--- src/sv/assert_macros.svh ---
// Assertion helpers shared by the block's modules.
// Both expect signals named clock and reset in the module that uses them.
`ifndef ASSERT_MACROS_SVH
`define ASSERT_MACROS_SVH

// Check a property on every rising clock edge outside reset.
`define SMVP_ASSERT(label, prop, msg) \
   label: assert property (@(posedge clock) disable iff (reset) (prop)) else $error(msg);

// Check that a condition is followed by a consequence in the next cycle.
`define SMVP_ASSERT_NEXT(label, pre, post, msg) \
   label: assert property (@(posedge clock) disable iff (reset) (pre) |=> (post)) \
      else $error(msg);

`endif

--- src/sv/smvp_pkg.sv ---
package smvp_pkg;

   localparam int IDX_W = 10;
   localparam int VAL_W = 32;
   localparam int PROD_W = 2 * VAL_W;
   localparam int FRAC_W = 16;
   localparam int ACC_W = 48;
   localparam int ROW_W = 16;
   localparam int CFG_W = 11;

   localparam logic [CFG_W-1:0] COLS_RESET = 11'd1024;

   // Op codes carried on req_tuser; the fourth code means nothing.
   localparam logic [1:0] OP_LOAD = 2'd0;
   localparam logic [1:0] OP_NONZERO = 2'd1;
   localparam logic [1:0] OP_EMPTY = 2'd2;

   localparam logic signed [ACC_W-1:0] ACC_MAX = {1'b0, {(ACC_W-1){1'b1}}};
   localparam logic signed [ACC_W-1:0] ACC_MIN = {1'b1, {(ACC_W-1){1'b0}}};

   typedef struct packed {
      logic       valid;
      logic [1:0] op;
      logic       last;
      logic       col_ok;
   } stage_ctrl_type;

   typedef struct packed {
      logic [ROW_W-1:0]        row_number;
      logic signed [ACC_W-1:0] row_sum;
      logic                    column_error;
   } result_type;

endpackage

--- src/sv/smvp_acc.sv ---
`include "assert_macros.svh"

module smvp_acc (
   input  logic                              clock,
   input  logic                              reset,
   input  logic                              advance,
   input  smvp_pkg::stage_ctrl_type          ctrl,
   input  logic signed [smvp_pkg::PROD_W-1:0] product,
   output logic                              emit,
   output smvp_pkg::result_type              result
);

   logic signed [smvp_pkg::ACC_W-1:0] acc_ff, acc_in;
   logic [smvp_pkg::ROW_W-1:0]        row_counter_ff, row_counter_in;
   logic                              row_error_ff, row_error_in;

   logic signed [smvp_pkg::ACC_W-1:0] term;
   logic signed [smvp_pkg::ACC_W:0]   wide_sum;
   logic signed [smvp_pkg::ACC_W-1:0] sat_sum;
   logic signed [smvp_pkg::ACC_W-1:0] acc_step;
   logic                              err_step;

   // drop the fraction bits: arithmetic shift rounds toward minus infinity
   assign term = $signed(product[smvp_pkg::PROD_W-1:smvp_pkg::FRAC_W]);
   assign wide_sum = {acc_ff[smvp_pkg::ACC_W-1], acc_ff} + {term[smvp_pkg::ACC_W-1], term};

   always_comb begin
      if (wide_sum[smvp_pkg::ACC_W] != wide_sum[smvp_pkg::ACC_W-1]) begin
         sat_sum = wide_sum[smvp_pkg::ACC_W] ? smvp_pkg::ACC_MIN : smvp_pkg::ACC_MAX;
      end else begin
         sat_sum = wide_sum[smvp_pkg::ACC_W-1:0];
      end
   end

   // an out-of-range column adds nothing and flags the row
   assign acc_step = ctrl.col_ok ? sat_sum : acc_ff;
   assign err_step = row_error_ff | ~ctrl.col_ok;

   always_comb begin
      acc_in = acc_ff;
      row_counter_in = row_counter_ff;
      row_error_in = row_error_ff;
      emit = 1'b0;
      result.row_number = row_counter_ff;
      result.row_sum = '0;
      result.column_error = 1'b0;
      if (ctrl.valid) begin
         case (ctrl.op)
            smvp_pkg::OP_LOAD: begin
               acc_in = '0;
               row_counter_in = '0;
               row_error_in = 1'b0;
            end
            smvp_pkg::OP_NONZERO: begin
               if (ctrl.last) begin
                  emit = 1'b1;
                  result.row_sum = acc_step;
                  result.column_error = err_step;
                  acc_in = '0;
                  row_error_in = 1'b0;
                  row_counter_in = row_counter_ff + 1'b1;
               end else begin
                  acc_in = acc_step;
                  row_error_in = err_step;
               end
            end
            smvp_pkg::OP_EMPTY: begin
               emit = 1'b1;
               row_counter_in = row_counter_ff + 1'b1;
            end
            default: begin
            end
         endcase
      end
   end

   always_ff @(posedge clock) begin
      if (reset) begin
         acc_ff <= '0;
         row_counter_ff <= '0;
         row_error_ff <= 1'b0;
      end else if (advance) begin
         acc_ff <= acc_in;
         row_counter_ff <= row_counter_in;
         row_error_ff <= row_error_in;
      end
   end

   `SMVP_ASSERT_NEXT(a_load_clears, advance && ctrl.valid && ctrl.op == smvp_pkg::OP_LOAD, acc_ff == '0 && row_counter_ff == '0 && !row_error_ff, "load did not clear the row state")
   `SMVP_ASSERT_NEXT(a_close_clears, advance && ctrl.valid && ctrl.op == smvp_pkg::OP_NONZERO && ctrl.last, acc_ff == '0 && !row_error_ff, "row close left accumulator or error set")

endmodule

--- config.mk ---
export PLATFORM = sky130hd
export DESIGN_NAME = smvp_acc
export DESIGN_NICKNAME = d
export VERILOG_FILES = /design/src/sv/smvp_pkg.sv /design/src/sv/smvp_acc.sv
export VERILOG_INCLUDE_DIRS = /design/src /design/src/sv
export SDC_FILE = /design/constraint.sdc
export NUM_CORES = 1
export LEC_CHECK = 0
export ABC_AREA = 1
export CAP_MARGIN = 5
export CORE_MARGIN = 1.5
export CORE_UTILIZATION = 55
export DETAILED_ROUTE_END_ITERATION = 10
export DONT_BUFFER_PORTS = 1
export GPL_ROUTABILITY_DRIVEN = 0
export MAX_ROUTING_LAYER = met4
export PLACE_DENSITY = 0.7
export SYNTH_ARGS = -nofsm -noshare
export SYNTH_HDL_FRONTEND = slang
export SYNTH_SLANG_ARGS = --single-unit
export TNS_END_PERCENT = 10
--- constraint.sdc ---
create_clock -name clock -period 3.7 [get_ports clock]
set_input_delay 0.185 -clock clock [delete_from_list [all_inputs] [get_ports clock]]
set_output_delay 0.185 -clock clock [all_outputs]
set_load 0.005 [all_outputs]
==> summary.txt <==
Timing
  • Unrepaired setup endpoints after global routing: no
  • Final setup fails: 0
  • Final WS setup: 325.3 ps
  • Worst-Margin Slew: 777.0 ps
  • Final hold vios: 0
  • Max Clk Rate: 296.3 MHz
  • Slew Viols, Final: 0
  • Setup tns final: 0 ps
  • Final worst clock skew: 7.315 ps
  • Min Tclk post-route: 3375 ps
  • Fin crit share: 91.21%
  • Slew HR: 48.08%

Critical path
  • CP Max Fanout: 21
  • Top delay family on crit path: simple AND/OR/NAND/NOR gates
  • Critical path origin: acc_ff[0]
  • RR Endpoint: acc_ff[45]
  • CP Capture Type: output pin
  • Startpoint types: flop
  • Worst Reg2Reg Path Length in Cells: 18
  • CP Cell Sequence: ha_1 > fa_1 > nand2_1 > nand2_1 > nand3b_1 > nand2_1 > nand2_1 > nand2_2 > nand2_2 > nand4_1 > nand2_4 > nor2_4 > nor2_8 > buf_4 > nand2_1 > a21oi_1
  • Worst path slowest cell: fa_1
  • R2R setup slack: 710 ps
  • Crit path buf inv count: 1
  • Kind of critical path: flop to output pin
  • Max incr delay on CP: 410 ps
  • Arrival time at the worst endpoint: 3190 ps
  • Most used cell, CP: nand2_1
  • Crit Reg-Reg Startpoint: acc_ff[0]
  • Worst Path Required: 3510 ps

Finish
  • Fin cells: 1,538
  • # nets final: 1,482
  • Antenna Cells: 0
  • Multi-input gate area: 0.005484 mm^2
  • Area grow syn2layout: 6.183%
  • Storage cell area: 0.001301 mm^2
  • Layout cell share with drive strength beyond 1: 7.636%
  • Final Cell Area: 0.008058 mm^2
  • Fillers: 1,419

Logic synthesis
  • Syn_area_per_cell: 5.535 um^2
  • Synth Area in XOR/XNOR: 3.578%
  • Netlist Area Pre-Place: 0.007589 mm^2
  • Async SR Flop Fraction: 0%
  • Number of distinct library cells after synthesis: 33
  • Post-Synth Simple-Gate Area: 44.45%
  • Multiplexer share of the synthesized area: 0%
  • Ys flop type: dfxtp_1
  • Area share of fa/ha/maj cells after synthesis: 8.838%
  • Post-synthesis compound-gate area fraction: 15.04%
  • Sequential area share after synthesis: 17.15%
  • Largest family of logic cells by synthesized area: simple AND/OR/NAND/NOR gates
  • Seq cells post-synth: 65
  • Syn_nets: 1,496
  • Post-synth EDFFs: 0
  • Yosys warns: 0
  • Cells after Synth: 1,371

Placement
  • Post-placement cell count: 1,521
  • Placed inst area: 0.007726 mm^2
  • Dpl hpwl: 18,180 um
  • PortBufs: 0
  • Pre-CTS setup slack: 585.1 ps

Run status
  • Status: finished, final reports clean

Floorplan
  • Die area: 0.01451 mm^2
  • Die width: 120.5 um
  • Initial core utilization: 56.85%
  • Core box area: 0.01335 mm^2
  • IO Pins: 138
  • Num rows: 42
  • Die Y: 120.5 um

Global route
  • Initial antenna violation count: 1
  • First-pass GRT wire length: 36,550 um
  • Largest net degree at the start of global routing: 50
  • Vias in the first global route: 7,665
  • Grt total ovfl: 0
  • GRT Total Usage: 32.31%

Worst hold path
  • Worst Hold Class: input pin to flop
  • Hold depth: 3
  • Hold endpoint: acc_ff[27]
  • Hold_sp: ctrl[0]

Pwr
  • Pwr dens: 249.5 mW/mm^2
  • Sequential Power Share: 35.3%
  • Leakage power: 0.004032 uW
  • Switching share of power: 32.35%
  • NetSw: 650.4 uW
  • Combinational power share: 18.9%
  • VDD IR-drop max: 195.1 uV
  • P_int: 1360 uW
  • Power share of the clock group: 45.8%

Route
  • Post-DR vias/cell: 5.447
  • Post-Route WL: 22,720 um
  • First-pass DRT Iterations: 5
  • Antenna Violating Nets Remaining: 0
  • Via count: 8,377
  • Remaining DRCs: 0
  • Initial DRC count: 631
  • Drt wl/cell: 14.77 um

Clock network
  • Longest Clk Path Bufs: 2
  • Number of H-tree levels: 3
  • Clock Latency Late Sink: 350 ps
  • Clock root buffer: clkbuf_16
  • TritonCTS clock tree: built
  • Clock-pin slew of the registers on the worst-case setup and hold paths: 60 ps
  • CTS sink cnt: 65
  • CTS Buf Count: 9

Run
  • Max cap viols: 0
## flip-flops by register name, indices dropped and copies added, names as in the netlist
register,flops
row_error_ff,1
row_counter_ff,16
acc_ff,48
## metrics by stage
| step | hold WS [ps] | power, uW | utilization (%) |
|---|---|---|---|
| 2_1_floorplan | 444.3 | 1026 | - |
| 3_3_place_gp | 259.1 | 1086 | 57.88 |
| 4_1_cts | 129.6 | 2019 | 60.34 |
| 5_1_grt | 152.2 | 2093 | 60.37 |
| 3_5_place_dp | 262.4 | 1089 | 57.88 |
| 6_report | 135.9 | 2010 | 60.37 |
## worst max path at each step
stage | to | slack [ps] | cells after the start
global placement | result[26] | 630 | 16
finish | result[20] | 330 | 16
CTS | result[33] | 200 | 16
global route | result[32] | 70 | 16
floorplan | result[40] | 1240 | 16
detailed placement | result[33] | 590 | 16
## Yosys cell counts (7+ instances only)
cell type	n	share of area [%]
xnor2_1	21	2.4
nor3_1	15	0.99
or2_2	7	0.58
nand4_1	22	1.8
nor2_1	93	4.6
o21ai_0	26	1.7
dfxtp_1	65	17
xor2_1	10	1.2
nand2_1	536	27
a21oi_1	161	11
inv_1	169	8.4
nand3_1	56	3.7
clkbuf_1	21	1.0
ha_1	52	8.6
nand2_2	40	3.3
nor2_2	11	0.91
buf_2	10	0.66
o21bai_1	17	1.7
## power groups by stage
stage	sequential (uW)	clock [uW]	combinational, uW
after floorplan	725	0	301
after global placement	726	0	360
after detailed placement	726	0	363
after CTS	711	932	377
after global routing	711	955	427
final	711	920	380
## cell families after synthesis
family / Yosys count
compound gates: 216
xor+xnor: 31
fa+ha+maj: 53
buf+inv: 210
flops: 65
simple gates: 796
## placed cells by master, fill, tap and decap left out, drive strengths merged, types with 4 or more instances in the layout
| master | netlist | routed |
|---|---|---|
| nand2 | 578 | 578 |
| inv | 175 | 179 |
| a21oi | 162 | 162 |
| nor2 | 108 | 108 |
| dfxtp | 65 | 65 |
| nand3 | 58 | 58 |
| ha | 52 | 52 |
| o21ai | 30 | 30 |
| nand4 | 22 | 22 |
| xnor2 | 21 | 21 |
| o21bai | 17 | 17 |
| nor3 | 16 | 16 |
| xor2 | 10 | 10 |
| buf | 14 | 10 |
| clkbuf | 21 | 9 |
| or2 | 7 | 7 |
| o21a | 4 | 4 |
## repair_timing
| item | CTS | global route |
|---|---|---|
| hold buffers | 1 | 0 |
| buffers inserted | 0 | 0 |
| endpoints found under the hold margin | 49 | 0 |
| endpoints found under the setup margin | 0 | 4 |
| resized for setup | 0 | 1 |
## layout make-up
cell class	count	share of cell area (%)
clock inverters	7	1.025
flip-flops and latches	65	16.15
multi-input cells	1096	68.06
clock buffers	9	2.795
well taps	176	2.733
inverters	175	8.152
repair buffers	10	1.087
## routing by layer
layer | vias to the layer above | global-route usage (%) | wire (um)
li1 | 4307 | - | -
met1 | 3670 | 41.60 | 10290
met2 | 334 | 49.86 | 9714
met3 | 66 | 5.472 | 1860
met4 | 0 | 14.26 | 861
met5 | - | - | 0
## worst min-delay path, delay by kind of cell
family | cells | cell delay, ps
AND/OR/NAND/NOR | 2 | 150
AO/OA/AOI/OAI | 1 | 110
No activity file was read; power rests on OpenSTA's default activity.
